`config.mk`:
```
export PLATFORM = sky130hd
export DESIGN_NAME = ultrasonic_range_averager
export DESIGN_NICKNAME = d
export VERILOG_FILES = /design/src/rtl/ura_pkg.sv /design/src/rtl/ura_queue.sv /design/src/rtl/ura_front.sv /design/src/rtl/ura_div.sv /design/src/rtl/ura_back.sv /design/src/rtl/ultrasonic_range_averager.sv
export SDC_FILE = /design/constraint.sdc
export NUM_CORES = 1
export LEC_CHECK = 0
export ABC_AREA = 0
export ABC_CLOCK_PERIOD_IN_PS = 5300
export BUFFER_PORTS_ARGS = -buffer_cell sky130_fd_sc_hd__buf_2
export CAP_MARGIN = 15
export CORE_ASPECT_RATIO = 2
export CORE_MARGIN = 4
export CORE_UTILIZATION = 42
export CTS_BUF_LIST = sky130_fd_sc_hd__clkbuf_16
export DETAILED_ROUTE_END_ITERATION = 8
export GPL_ROUTABILITY_DRIVEN = 0
export PLACE_DENSITY = 0.66
export SETUP_SLACK_MARGIN = 0.02
export SYNTH_ARGS = -nofsm -noshare
export SYNTH_HDL_FRONTEND = slang
export SYNTH_SLANG_ARGS = --single-unit
```
`constraint.sdc`:
```
create_clock -name clk -period 5.3 [get_ports clk]
set_input_delay 0.795 -clock clk [delete_from_list [all_inputs] [get_ports clk]]
set_output_delay 0.795 -clock clk [all_outputs]
set_load 0.01 [all_outputs]
```
`src/rtl/ura_pkg.sv`:
```
// Shared types and constants of the ultrasonic range averager.
`default_nettype none
package ura_pkg;

	typedef struct packed {
		logic start_req;
		logic echo;
	} tick_t;

	typedef struct packed {
		logic        trigger;
		logic        busy_res;
		logic        done_res;
		logic [22:0] distance_centi_cm;
	} result_t;

	// control part of one queued word
	typedef struct packed {
		logic trigger;
		logic busy;
		logic done;
	} ctl_t;

	localparam int CFG_IDX_W = 8;
	localparam int CFG_DATA_W = 20;

	localparam logic [CFG_IDX_W-1:0] REG_TRIGGER_US   = 8'd0;
	localparam logic [CFG_IDX_W-1:0] REG_GAP_US       = 8'd1;
	localparam logic [CFG_IDX_W-1:0] REG_SAMPLE_COUNT = 8'd2;
	localparam logic [CFG_IDX_W-1:0] REG_US_PER_CM    = 8'd3;

	localparam logic [9:0]  TRIGGER_US_RST   = 10'd20;
	localparam logic [19:0] GAP_US_RST       = 20'd50000;
	localparam logic [4:0]  SAMPLE_COUNT_RST = 5'd5;
	localparam logic [7:0]  US_PER_CM_RST    = 8'd58;

	localparam int N_W = 5;
	localparam int UPC_W = 8;
	localparam int DEN_W = N_W + UPC_W;
	localparam int DIST_W = 23;
	localparam logic [DIST_W-1:0] DIST_MAX = '1;
	localparam logic [6:0] CENTI_PER_CM = 7'd100;

	localparam int QUEUE_DEPTH = 4;

endpackage
`default_nettype wire

```
`src/rtl/ura_queue.sv`:
```
// Small word queue between the tick front end and the result back end.
`default_nettype none
module ura_queue #(
	parameter int W = 8,
	parameter int DEPTH = 4
) (
	input  wire logic         clk,
	input  wire logic         arst_n,
	input  wire logic         push,
	input  wire logic [W-1:0] wdata,
	input  wire logic         pop,
	output logic [W-1:0]      rdata,
	output logic              full,
	output logic              nonempty
);
	localparam int PW = (DEPTH > 1) ? $clog2(DEPTH) : 1;
	localparam int CW = $clog2(DEPTH + 1);

	logic [W-1:0]  mem_q [DEPTH];
	logic [PW-1:0] wr_ptr_q;
	logic [PW-1:0] rd_ptr_q;
	logic [CW-1:0] count_q;
	logic          do_push;
	logic          do_pop;

	assign full = (count_q == CW'(DEPTH));
	assign nonempty = (count_q != '0);
	assign do_push = push && !full;
	assign do_pop = pop && nonempty;
	assign rdata = mem_q[rd_ptr_q];

	always_ff @(posedge clk or negedge arst_n) begin
		if (!arst_n) begin
			wr_ptr_q <= '0;
			rd_ptr_q <= '0;
			count_q <= '0;
		end else begin
			if (do_push) begin
				wr_ptr_q <= (wr_ptr_q == PW'(DEPTH - 1)) ? '0 : wr_ptr_q + 1'b1;
			end
			if (do_pop) begin
				rd_ptr_q <= (rd_ptr_q == PW'(DEPTH - 1)) ? '0 : rd_ptr_q + 1'b1;
			end
			if (do_push && !do_pop) begin
				count_q <= count_q + 1'b1;
			end else if (do_pop && !do_push) begin
				count_q <= count_q - 1'b1;
			end
		end
	end

	always_ff @(posedge clk) begin
		if (do_push) begin
			mem_q[wr_ptr_q] <= wdata;
		end
	end

endmodule
`default_nettype wire

```
`src/rtl/ura_front.sv`:
```
// Per-tick ranging sequencer: trigger, echo timing, sample accumulation.
`default_nettype none
module ura_front #(
	parameter int ECHO_BITS = 16,
	parameter int MAX_SAMPLES = 16,
	parameter int SUM_W = 21
) (
	input  wire logic                      clk,
	input  wire logic                      arst_n,
	input  wire logic                      accept,
	input  wire ura_pkg::tick_t            tick,
	input  wire logic [9:0]                trigger_us,
	input  wire logic [19:0]               gap_us,
	input  wire logic [ura_pkg::N_W-1:0]   sample_count,
	input  wire logic [ura_pkg::UPC_W-1:0] us_per_cm,
	output ura_pkg::ctl_t                  ctl,
	output logic [SUM_W-1:0]               sum,
	output logic [ura_pkg::N_W-1:0]        n,
	output logic [ura_pkg::UPC_W-1:0]      upc
);
	localparam logic [2:0] PH_IDLE  = 3'd0;
	localparam logic [2:0] PH_TRIG  = 3'd1;
	localparam logic [2:0] PH_WAIT  = 3'd2;
	localparam logic [2:0] PH_COUNT = 3'd3;
	localparam logic [2:0] PH_GAP   = 3'd4;

	logic [2:0]              phase_q, phase_d;
	logic [19:0]             timer_q, timer_d, timer_inc;
	logic [ECHO_BITS-1:0]    ticks_q, ticks_d;
	logic [SUM_W-1:0]        sum_q, sum_d;
	logic [ura_pkg::N_W-1:0] sdone_q, sdone_d, sdone_inc;
	logic [19:0]             trig_w;
	logic [ura_pkg::N_W-1:0] eff_n;
	logic                    trig;
	logic                    done;

	assign trig_w = (trigger_us == '0) ? 20'd1 : {10'd0, trigger_us};
	assign timer_inc = timer_q + 20'd1;
	assign sdone_inc = sdone_q + 1'b1;

	always_comb begin
		if (sample_count == '0) begin
			eff_n = ura_pkg::N_W'(1);
		end else if (32'(sample_count) > MAX_SAMPLES) begin
			eff_n = ura_pkg::N_W'(MAX_SAMPLES);
		end else begin
			eff_n = sample_count;
		end
	end

	always_comb begin
		phase_d = phase_q;
		timer_d = timer_q;
		ticks_d = ticks_q;
		sum_d = sum_q;
		sdone_d = sdone_q;
		trig = 1'b0;
		done = 1'b0;
		case (phase_q)
			PH_IDLE: begin
				if (tick.start_req) begin
					sum_d = '0;
					sdone_d = '0;
					ticks_d = '0;
					trig = 1'b1;
					timer_d = 20'd1;
					phase_d = (20'd1 >= trig_w) ? PH_WAIT : PH_TRIG;
				end
			end
			PH_TRIG: begin
				trig = 1'b1;
				timer_d = timer_inc;
				if (timer_inc >= trig_w) begin
					phase_d = PH_WAIT;
				end
			end
			PH_WAIT: begin
				if (tick.echo) begin
					ticks_d = ECHO_BITS'(1);
					phase_d = PH_COUNT;
				end
			end
			PH_COUNT: begin
				if (tick.echo) begin
					if (ticks_q != '1) begin
						ticks_d = ticks_q + 1'b1;
					end
				end else begin
					sum_d = sum_q + SUM_W'(ticks_q);
					sdone_d = sdone_inc;
					if (sdone_inc >= eff_n) begin
						done = 1'b1;
						phase_d = PH_IDLE;
					end else begin
						timer_d = '0;
						phase_d = (gap_us == '0) ? PH_TRIG : PH_GAP;
					end
				end
			end
			PH_GAP: begin
				if (timer_inc >= gap_us) begin
					timer_d = '0;
					phase_d = PH_TRIG;
				end else begin
					timer_d = timer_inc;
				end
			end
			default: begin
				phase_d = PH_IDLE;
			end
		endcase
	end

	assign ctl.trigger = trig;
	assign ctl.busy = (phase_d != PH_IDLE);
	assign ctl.done = done;
	assign sum = sum_d;
	assign n = eff_n;
	assign upc = (us_per_cm == '0) ? ura_pkg::UPC_W'(1) : us_per_cm;

	always_ff @(posedge clk or negedge arst_n) begin
		if (!arst_n) begin
			phase_q <= PH_IDLE;
			timer_q <= '0;
			ticks_q <= '0;
			sum_q <= '0;
			sdone_q <= '0;
		end else if (accept) begin
			phase_q <= phase_d;
			timer_q <= timer_d;
			ticks_q <= ticks_d;
			sum_q <= sum_d;
			sdone_q <= sdone_d;
		end
	end

endmodule
`default_nettype wire

```
`src/rtl/ura_div.sv`:
```
// Restoring divider, one quotient bit per cycle.
`default_nettype none
module ura_div #(
	parameter int NUM_W = 28,
	parameter int DEN_W = 13
) (
	input  wire logic             clk,
	input  wire logic             arst_n,
	input  wire logic             start,
	input  wire logic [NUM_W-1:0] num,
	input  wire logic [DEN_W-1:0] den,
	output logic                  busy,
	output logic [NUM_W-1:0]      quot
);
	localparam int CNT_W = $clog2(NUM_W + 1);

	logic [DEN_W-1:0] rem_q;
	logic [NUM_W-1:0] quo_q;
	logic [DEN_W-1:0] den_q;
	logic [CNT_W-1:0] cnt_q;
	logic             busy_q;
	logic [DEN_W:0]   rem_sh;
	logic             fits;

	assign rem_sh = {rem_q, quo_q[NUM_W-1]};
	assign fits = (rem_sh >= {1'b0, den_q});
	assign busy = busy_q;
	assign quot = quo_q;

	always_ff @(posedge clk or negedge arst_n) begin
		if (!arst_n) begin
			busy_q <= 1'b0;
			cnt_q <= '0;
		end else if (start) begin
			busy_q <= 1'b1;
			cnt_q <= CNT_W'(NUM_W);
		end else if (busy_q) begin
			cnt_q <= cnt_q - 1'b1;
			if (cnt_q == CNT_W'(1)) begin
				busy_q <= 1'b0;
			end
		end
	end

	always_ff @(posedge clk) begin
		if (start) begin
			rem_q <= '0;
			quo_q <= num;
			den_q <= den;
		end else if (busy_q) begin
			rem_q <= fits ? DEN_W'(rem_sh - {1'b0, den_q}) : rem_sh[DEN_W-1:0];
			quo_q <= {quo_q[NUM_W-2:0], fits};
		end
	end

endmodule
`default_nettype wire

```
`src/rtl/ura_back.sv`:
```
// Result stage: passes queued words out, divides the sum on a done word.
`default_nettype none
module ura_back #(
	parameter int SUM_W = 21
) (
	input  wire logic                      clk,
	input  wire logic                      arst_n,
	input  wire logic                      q_valid,
	output logic                           q_pop,
	input  wire ura_pkg::ctl_t             ctl,
	input  wire logic [SUM_W-1:0]          sum,
	input  wire logic [ura_pkg::N_W-1:0]   n,
	input  wire logic [ura_pkg::UPC_W-1:0] upc,
	output logic                           result_valid,
	input  wire logic                      result_stall,
	output ura_pkg::result_t               result
);
	localparam int NUM_W = SUM_W + 7;
	localparam int QW = (NUM_W > ura_pkg::DIST_W) ? NUM_W : ura_pkg::DIST_W;
	localparam logic BK_IDLE = 1'b0;
	localparam logic BK_DIV  = 1'b1;

	logic                        bk_q;
	logic                        res_valid_q;
	ura_pkg::result_t            res_q;
	ura_pkg::ctl_t               ctl_hold_q;
	logic [ura_pkg::DIST_W-1:0]  last_q;
	logic                        load_ok;
	logic                        div_start;
	logic                        div_busy;
	logic                        finish;
	logic [NUM_W-1:0]            num;
	logic [ura_pkg::DEN_W-1:0]   den;
	logic [NUM_W-1:0]            quot;
	logic [QW-1:0]               q_ext;
	logic [ura_pkg::DIST_W-1:0]  dist_sat;

	assign load_ok = !res_valid_q || !result_stall;
	assign num = NUM_W'(sum) * NUM_W'(ura_pkg::CENTI_PER_CM);
	assign den = ura_pkg::DEN_W'(n) * ura_pkg::DEN_W'(upc);
	assign q_ext = QW'(quot);
	assign dist_sat = (q_ext > QW'(ura_pkg::DIST_MAX)) ? ura_pkg::DIST_MAX
		: q_ext[ura_pkg::DIST_W-1:0];
	assign finish = (bk_q == BK_DIV) && !div_busy && load_ok;

	always_comb begin
		q_pop = 1'b0;
		div_start = 1'b0;
		if (bk_q == BK_IDLE && q_valid) begin
			if (ctl.done) begin
				q_pop = 1'b1;
				div_start = 1'b1;
			end else if (load_ok) begin
				q_pop = 1'b1;
			end
		end
	end

	ura_div #(
		.NUM_W(NUM_W),
		.DEN_W(ura_pkg::DEN_W)
	) u_div (
		.clk   (clk),
		.arst_n(arst_n),
		.start (div_start),
		.num   (num),
		.den   (den),
		.busy  (div_busy),
		.quot  (quot)
	);

	always_ff @(posedge clk or negedge arst_n) begin
		if (!arst_n) begin
			bk_q <= BK_IDLE;
			res_valid_q <= 1'b0;
			last_q <= '0;
		end else begin
			if (div_start) begin
				bk_q <= BK_DIV;
			end else if (finish) begin
				bk_q <= BK_IDLE;
				last_q <= dist_sat;
			end
			if ((q_pop && !ctl.done) || finish) begin
				res_valid_q <= 1'b1;
			end else if (!result_stall) begin
				res_valid_q <= 1'b0;
			end
		end
	end

	always_ff @(posedge clk) begin
		if (div_start) begin
			ctl_hold_q <= ctl;
		end
		if (q_pop && !ctl.done) begin
			res_q <= '{trigger: ctl.trigger, busy_res: ctl.busy, done_res: 1'b0,
				distance_centi_cm: last_q};
		end else if (finish) begin
			res_q <= '{trigger: ctl_hold_q.trigger, busy_res: ctl_hold_q.busy,
				done_res: 1'b1, distance_centi_cm: dist_sat};
		end
	end

	assign result_valid = res_valid_q;
	assign result = res_q;

endmodule
`default_nettype wire

```
`src/rtl/ultrasonic_range_averager.sv`:
```
// Top level of the ultrasonic range averager: registers, front end, queue, back end.
//
// Each tick word gives exactly one result word, in order. The front end takes one
// tick word per clock while the four-word queue has room; ordinary ticks pass
// through the queue and the result register. The tick that ends the last echo of a
// measurement also carries the averaged distance, computed by a one-bit-per-cycle
// divider of ECHO_BITS + clog2(MAX_SAMPLES+1) + 7 bits, so that word waits for the
// divider and the queue can fill, holding off further ticks once per measurement.
// Between done ticks the rate is one tick per cycle while result_stall is low.
`default_nettype none
module ultrasonic_range_averager #(
	parameter int ECHO_BITS = 16,
	parameter int MAX_SAMPLES = 16
) (
	input  wire logic                          clk,
	input  wire logic                          arst_n,
	input  wire logic                          tick_valid,
	output logic                               tick_stall,
	input  wire ura_pkg::tick_t                tick,
	output logic                               result_valid,
	input  wire logic                          result_stall,
	output ura_pkg::result_t                   result,
	input  wire logic                          cfg_valid,
	output logic                               cfg_ready,
	input  wire logic [ura_pkg::CFG_IDX_W-1:0]  cfg_index,
	input  wire logic [ura_pkg::CFG_DATA_W-1:0] cfg_data
);
	localparam int SUM_W = ECHO_BITS + $clog2(MAX_SAMPLES + 1);
	localparam int EW = $bits(ura_pkg::ctl_t) + SUM_W + ura_pkg::N_W + ura_pkg::UPC_W;

	logic [9:0]                trigger_us_q;
	logic [19:0]               gap_us_q;
	logic [ura_pkg::N_W-1:0]   sample_count_q;
	logic [ura_pkg::UPC_W-1:0] us_per_cm_q;

	logic                      accept;
	ura_pkg::ctl_t             f_ctl, b_ctl;
	logic [SUM_W-1:0]          f_sum, b_sum;
	logic [ura_pkg::N_W-1:0]   f_n, b_n;
	logic [ura_pkg::UPC_W-1:0] f_upc, b_upc;
	logic [EW-1:0]             q_rdata;
	logic                      q_full;
	logic                      q_nonempty;
	logic                      q_pop;

	assign cfg_ready = 1'b1;

	always_ff @(posedge clk or negedge arst_n) begin
		if (!arst_n) begin
			trigger_us_q <= ura_pkg::TRIGGER_US_RST;
			gap_us_q <= ura_pkg::GAP_US_RST;
			sample_count_q <= ura_pkg::SAMPLE_COUNT_RST;
			us_per_cm_q <= ura_pkg::US_PER_CM_RST;
		end else if (cfg_valid && cfg_ready) begin
			case (cfg_index)
				ura_pkg::REG_TRIGGER_US:   trigger_us_q <= cfg_data[9:0];
				ura_pkg::REG_GAP_US:       gap_us_q <= cfg_data[19:0];
				ura_pkg::REG_SAMPLE_COUNT: sample_count_q <= cfg_data[ura_pkg::N_W-1:0];
				ura_pkg::REG_US_PER_CM:    us_per_cm_q <= cfg_data[ura_pkg::UPC_W-1:0];
				default: begin
				end
			endcase
		end
	end

	assign tick_stall = q_full;
	assign accept = tick_valid && !tick_stall;

	ura_front #(
		.ECHO_BITS  (ECHO_BITS),
		.MAX_SAMPLES(MAX_SAMPLES),
		.SUM_W      (SUM_W)
	) u_front (
		.clk         (clk),
		.arst_n      (arst_n),
		.accept      (accept),
		.tick        (tick),
		.trigger_us  (trigger_us_q),
		.gap_us      (gap_us_q),
		.sample_count(sample_count_q),
		.us_per_cm   (us_per_cm_q),
		.ctl         (f_ctl),
		.sum         (f_sum),
		.n           (f_n),
		.upc         (f_upc)
	);

	ura_queue #(
		.W    (EW),
		.DEPTH(ura_pkg::QUEUE_DEPTH)
	) u_queue (
		.clk     (clk),
		.arst_n  (arst_n),
		.push    (accept),
		.wdata   ({f_ctl, f_sum, f_n, f_upc}),
		.pop     (q_pop),
		.rdata   (q_rdata),
		.full    (q_full),
		.nonempty(q_nonempty)
	);

	assign {b_ctl, b_sum, b_n, b_upc} = q_rdata;

	ura_back #(
		.SUM_W(SUM_W)
	) u_back (
		.clk         (clk),
		.arst_n      (arst_n),
		.q_valid     (q_nonempty),
		.q_pop       (q_pop),
		.ctl         (b_ctl),
		.sum         (b_sum),
		.n           (b_n),
		.upc         (b_upc),
		.result_valid(result_valid),
		.result_stall(result_stall),
		.result      (result)
	);

endmodule
`default_nettype wire

```
Word level (Yosys, flattened, before mapping)
Memory sizes are Yosys's and may differ from the RTL's.
Index checks and enable logic that the tools add are counted.
- RAM bits: 148
- logic and storage cells: 169
- memories kept: 1
- flip-flop bits (word level): 228
- equality and inequality tests: 19
- multiplexer cells: 60
- reduce and logical (&&, ||, !) cells: 41
- magnitude comparators: 7
- multiply operators: 2
- bitwise gates (word level): 2
- add/subtract/negate cells: 10
- memories (name ; depth ; width ; rd ports ; clocked after memory_dff ; write ports ; line ; source):
    u_queue.mem_q ; 4 ; 37 ; 1 ; 0 ; 1 ; ura_queue.sv:19 ; logic [W-1:0] mem_q [DEPTH];
- operators with widths (kind ; number):
    20-bit two-way mux ; 4
    20-bit case mux with 4 select lines ; 1
    16-bit two-way mux ; 4
    28-bit two-way mux ; 2
    26-bit two-way mux ; 2
    16-bit case mux with 3 select lines ; 1
    21-bit two-way mux ; 2
    21-bit case mux with 2 select lines ; 1
    20-bit >= comparator ; 2
    5-bit two-way mux ; 6
    28-bit by 23-bit greater-than comparator with 1-bit output, second input constant ; 1
    3-bit two-way mux ; 9
    21-bit by 5-bit multiplier with 26-bit output, second input constant ; 1
    23-bit two-way mux ; 1
    21-bit by 16-bit adder with 21-bit output ; 1
    20-bit by 1-bit adder with 20-bit output, second input constant ; 1
    1-bit by 20-bit >= comparator with 1-bit output, first input constant ; 1
    20-bit zero test ; 1
    1-bit two-way mux ; 18
    16-bit by 1-bit adder with 16-bit output, second input constant ; 1
    8-bit by 2-bit equality test with 1-bit output, second input constant ; 2
    8-bit zero test ; 2
    16-bit != test, second input constant ; 1
    3-bit case mux with 5 select lines ; 1
    38 further kinds ; 75

Logic depth before layout (Yosys ltp)
- depth in word-level cells: 9
- depth in mapped cells: 19

Modules after synthesis
A second synthesis with hierarchy kept.
- cell total of the unflattened synthesis: 1894
- area total of the unflattened synthesis: 21869.7 um^2
- by module, submodules not included (module ; sequential area each (um^2) ; instances ; cells an instance ; area each (um^2)):
    ura_queue ; 4619.4 ; 1 ; 230 ; 5770.5
    ura_front ; 1626.6 ; 1 ; 698 ; 5699.2
    ura_back ; 1456.4 ; 1 ; 590 ; 5472.7
    ura_div ; 1641.6 ; 1 ; 276 ; 3211.8
    ultrasonic_range_averager ; 1093.5 ; 1 ; 100 ; 1715.4

Least setup slack after synthesis
Ideal clock, no wire load.
- kind: register to register
- start point: reg u_queue.rd_ptr_q[0]
- end point: reg u_back.u_div.quo_q[27], in the netlist u_back.u_div.quot[27] (data pin)
- buffers on the path: 2
- arrival: 4.806 ns
- clock period less this slack: 5.070 ns
- required time: 5.036 ns
- setup time: 0.264 ns
- slack: 0.230 ns
- stages on the path, launching flop included: 19
- cells stage by stage: dfrtp_1 buf_1 buf_2 mux4_2 ha_1 ha_1 inv_1 fa_1 inv_1 ha_1 a21o_1 a21o_1 a221o_1 a31oi_1 o211a_1 a21oi_1 a21oi_1 xor2_1 o21ai_1
- cells in the longest elaborated chain, start to end: 4
- RTL lines (element ; line ; source):
    start: declaration ; ura_queue.sv:21 ; logic [PW-1:0] rd_ptr_q;
    start signal: assignment ; ura_queue.sv:42 ; rd_ptr_q <= (rd_ptr_q == PW'(DEPTH - 1)) ? '0 : rd_ptr_q + 1'b1;
    memory read 4 x 37 bit * ; - ;
    branches (longest 2 deep; another with 21-bit by 5-bit multiplier with 26-bit output) ; - ;
    28-bit two-way mux * ; ura_div.sv:46 ; if (start) begin
    end signal: assignment ; ura_div.sv:48 ; quo_q <= num;
    end signal: assignment ; ura_div.sv:52 ; quo_q <= {quo_q[NUM_W-2:0], fits};
    end: declaration ; ura_div.sv:18 ; logic [NUM_W-1:0] quo_q;
Every way passes the cells marked *.
A chain may end at the register's enable or synchronous reset.

Worst setup path after layout
- start point: reg u_queue.rd_ptr_q[0]
- end point: reg u_back.u_div.den_q[12] (data pin)
- cells in the longest elaborated chain, start to end: 2
- RTL lines (element ; line ; source):
    memory read 4 x 37 bit ; - ;
    5-bit by 8-bit multiplier with 13-bit output ; ura_back.sv:40 ; assign den = ura_pkg::DEN_W'(n) * ura_pkg::DEN_W'(upc);
    net u_back.den (one bit) ; ura_back.sv:33 ; logic [ura_pkg::DEN_W-1:0] den;
    end signal: assignment ; ura_div.sv:49 ; den_q <= den;
    end: declaration ; ura_div.sv:19 ; logic [DEN_W-1:0] den_q;
The timed path passes the listed nets, and every way through them passes these cells.

==> metrics.md <==
| Metric | Value |
|---|---|
| Die Y | 326 um |
| Number of routed nets with antenna violations | 0 |
| Final cycle utilization of the critical path | 0.931 |
| Initial antenna violation count | 0 |
| Min Tclk post-route | 4.94 ns |
| Vias in the first global route | 14896 |
| Cell variety after synth | 84 |
| P&R area growth vs syn | 10.8% |
| Met1 usage | 0.164 |
| Gr ovfl total | 0 |
| Sink Count | 376 |
| DRC | 0 |
| CTS tree | done |
| Utilization after layout | 0.470 |
| Worst slew pin tran | 1.19 ns |
| WL final | 44000 um |
| Die area | 54300 sq um |
| Top Usage Layer GRT | met2 |
| H-Tree Depth | 2 |
| IO Port Bufs | 62 |
| RSZ-0062 raised after global routing | no |
| Final setup skew | 0.0216 ns |
| Syn Area/Cell | 11.3 sq um |
| Fin. max-slew vios | 0 |
| Max Freq | 203 MHz |
| # rows | 116 |
| Req. time, crit path | 5.60 ns |
| Post-Syn Nets | 2112 |
| Max Cap Viol | 0 |
| Critical path endpoint category | flip-flop |
| Async S/R FF share, synth | 0.388 |
| Flop2flop setup slack | 0.36 ns |
| Worst Hold Class | input port to asynchronous set/reset pin |
| Drt first pass iters | 5 |
| CORE AREA | 49900 sq um |
| Detail Placement HPWL | 33400 um |
| First-pass GRT wire length | 73900 um |
| Hold Fails Final Rpt | 0 |
| Initial core utilization | 0.424 |
| Top FF cell, synth | edfxtp_1 |
| Syn Std Cell Area | 21200 sq um |
| Number of synthesized register bits | 376 |
| Met3 usage | 0.0205 |
| Crit Path Class | flip-flop to flip-flop |
| Fill cells | 4575 |
| Critical Path Fanout Max | 12 |
| Via density | 5.33 |
| Setup crit start kind | flip-flop |
| M2 GR Usage | 0.325 |
| Largest net degree at the start of global routing | 64 |
| Number of CTS-inserted buffers | 37 |
| Seq/Total Area, Yosys | 0.492 |
| Rel. slew slack | 0.203 |
| Share of cells above drive strength 1 | 0.135 |
| Per-cell routed wire length | 16.9 um |
| Setup TNS | 0 ns |
| Syn Inst Count | 1877 |
| Final setup fails | 0 |
| Synth warn | 0 |
| Detailed-route via count | 13897 |
| Root Driver | clkbuf_16 |
| Clock slew at reported path FFs | 0.06 ns |
| GRT Util Overall | 0.164 |
| Die width | 167 um |
| Status | finished clean |
| Post-CTS setup repair buffer count | 0 |
| Clock Latency Late Sink | 0.55 ns |
| Critical Path AT | 5.23 ns |
| I/O pin cnt | 64 |
| Iteration-0 DRC Markers | 642 |
| Layout Nets | 2165 |
| CTS Buffer Depth | 3 |
| N_diodes | 0 |
| Post-synth EDFFs | 214 |
==> critical path: stages, from the launching register on <==
cell	delay (ns)
dfrtp_2	0.39
buf_6	0.20
mux4_2	0.61
nand2_1	0.13
fa_1	0.46
fa_1	0.52
fa_1	0.55
inv_1	0.04
ha_1	0.32
a21o_1	0.19
a21oi_1	0.22
o21bai_1	0.10
a21oi_1	0.24
o21bai_1	0.09
a21oi_1	0.22
o21bai_1	0.10
a21oi_1	0.19
xnor2_1	0.10
==> final timing paths <==
check | start | end | cells past startpoint
setup / recovery | u_queue.rd_ptr_q[0] | u_back.u_div.den_q[12] | 17
hold / removal | arst_n | u_front.ticks_q[12] | 1
setup reg to reg | u_queue.rd_ptr_q[0] | u_back.u_div.den_q[12] | 17
hold reg to reg | u_back.u_div.rem_q[12] | u_back.u_div.rem_q[12] | 2
max in group asynchronous | arst_n | us_per_cm_q[0] | 2
min in group clk | cfg_data[17] | gap_us_q[17] | 2
==> per-stage QoR <==
step	setup WS, ns	area, sq um	hold slack (ns)	instances
after global routing	0.0286	23500	0.286	2608
after detailed placement	0.248	22200	0.466	2539
final	0.365	23500	0.240	2608
after floorplan	0.230	21200	0.444	1877
after global placement	0.351	22200	0.458	2539
after CTS	0.240	23400	0.246	2607
==> synthesized netlist by cell type, types with 38 or more instances <==
cell type    n  area share
a21o_1      79       0.028
nand3_1     53       0.013
inv_1      177       0.031
mux2_2      38       0.020
a21oi_1     59       0.014
xnor2_1     50       0.021
clkbuf_1    56      0.0099
nor2_1     135       0.024
nand2_1    165       0.029
ha_1       163       0.096
o21ai_0    114       0.027
dfrtp_1    132        0.16
edfxtp_1   214        0.30
==> layout by cell type, fill, tap and decap left out, types with 50 or more instances in the layout <==
master,synthesis,final
a21o_1,79,79
a21oi_1,59,59
buf_2,8,61
dfrtp_1,132,131
edfxtp_1,214,214
ha_1,163,163
inv_1,177,181
nand2_1,165,165
nand3_1,53,53
nor2_1,135,135
o21ai_0,114,113
xnor2_1,50,50
==> sequential cells by signal (all words and copies together) (netlist names), 5 cells and up <==
name                cells
us_per_cm_q             8
u_back.u_div.cnt_q      5
gap_us_q               20
trigger_us_q           10
u_front.timer_q        20
u_back.result          26
u_queue.mem_q         148
u_back.u_div.quot      28
sample_count_q          5
u_front.ticks_q        16
u_front.sum_q          21
u_back.u_div.den_q     13
u_back.u_div.rem_q     13
u_back.last_q          23
u_front.sdone_q         5
==> routing by layer <==
| metal | routed length, um | vias up | part of all wire |
|---|---|---|---|
| li1 | - | 6764 | - |
| met1 | 15500 | 6800 | 0.35 |
| met2 | 25000 | 230 | 0.57 |
| met3 | 1250 | 103 | 0.029 |
| met4 | 2160 | 0 | 0.049 |
| met5 | 0 | - | 0 |
==> cell families (layout without fill, tap and decap cells) <==
kind of cell | after synthesis | after routing | synth area share
AOI/OAI and AO/OA | 380 | 380 | 0.118
xor gates and xnor gates | 84 | 84 | 0.0354
adders and majority gates | 200 | 200 | 0.131
buffers and inverters | 250 | 332 | 0.0458
DFF | 376 | 376 | 0.492
muxes | 84 | 84 | 0.0638
other | 1 | 1 | 0.000177
and+or+nand+nor | 502 | 502 | 0.114
==> area by class of cell <==
| cell class | instances | area, sq um | area share |
|---|---|---|---|
| Multi-Input combinational cell | 1251 | 9810 | 0.418 |
| Clock inverter | 30 | 287 | 0.0122 |
| Clock buffer | 38 | 951 | 0.0405 |
| Sequential cell | 376 | 10400 | 0.444 |
| Tap cell | 649 | 812 | 0.0346 |
| Inverter | 177 | 664 | 0.0283 |
| Timing Repair Buffer | 87 | 541 | 0.0230 |
==> timing repair <==
action                                  in CTS  in global routing
hold buffers                                 0                  0
resized for setup                            0                  1
endpoints found under the setup margin       0                  1
Power is not shown: default switching activity piles up to over one toggle a cycle in this logic, so the estimate is an artifact.
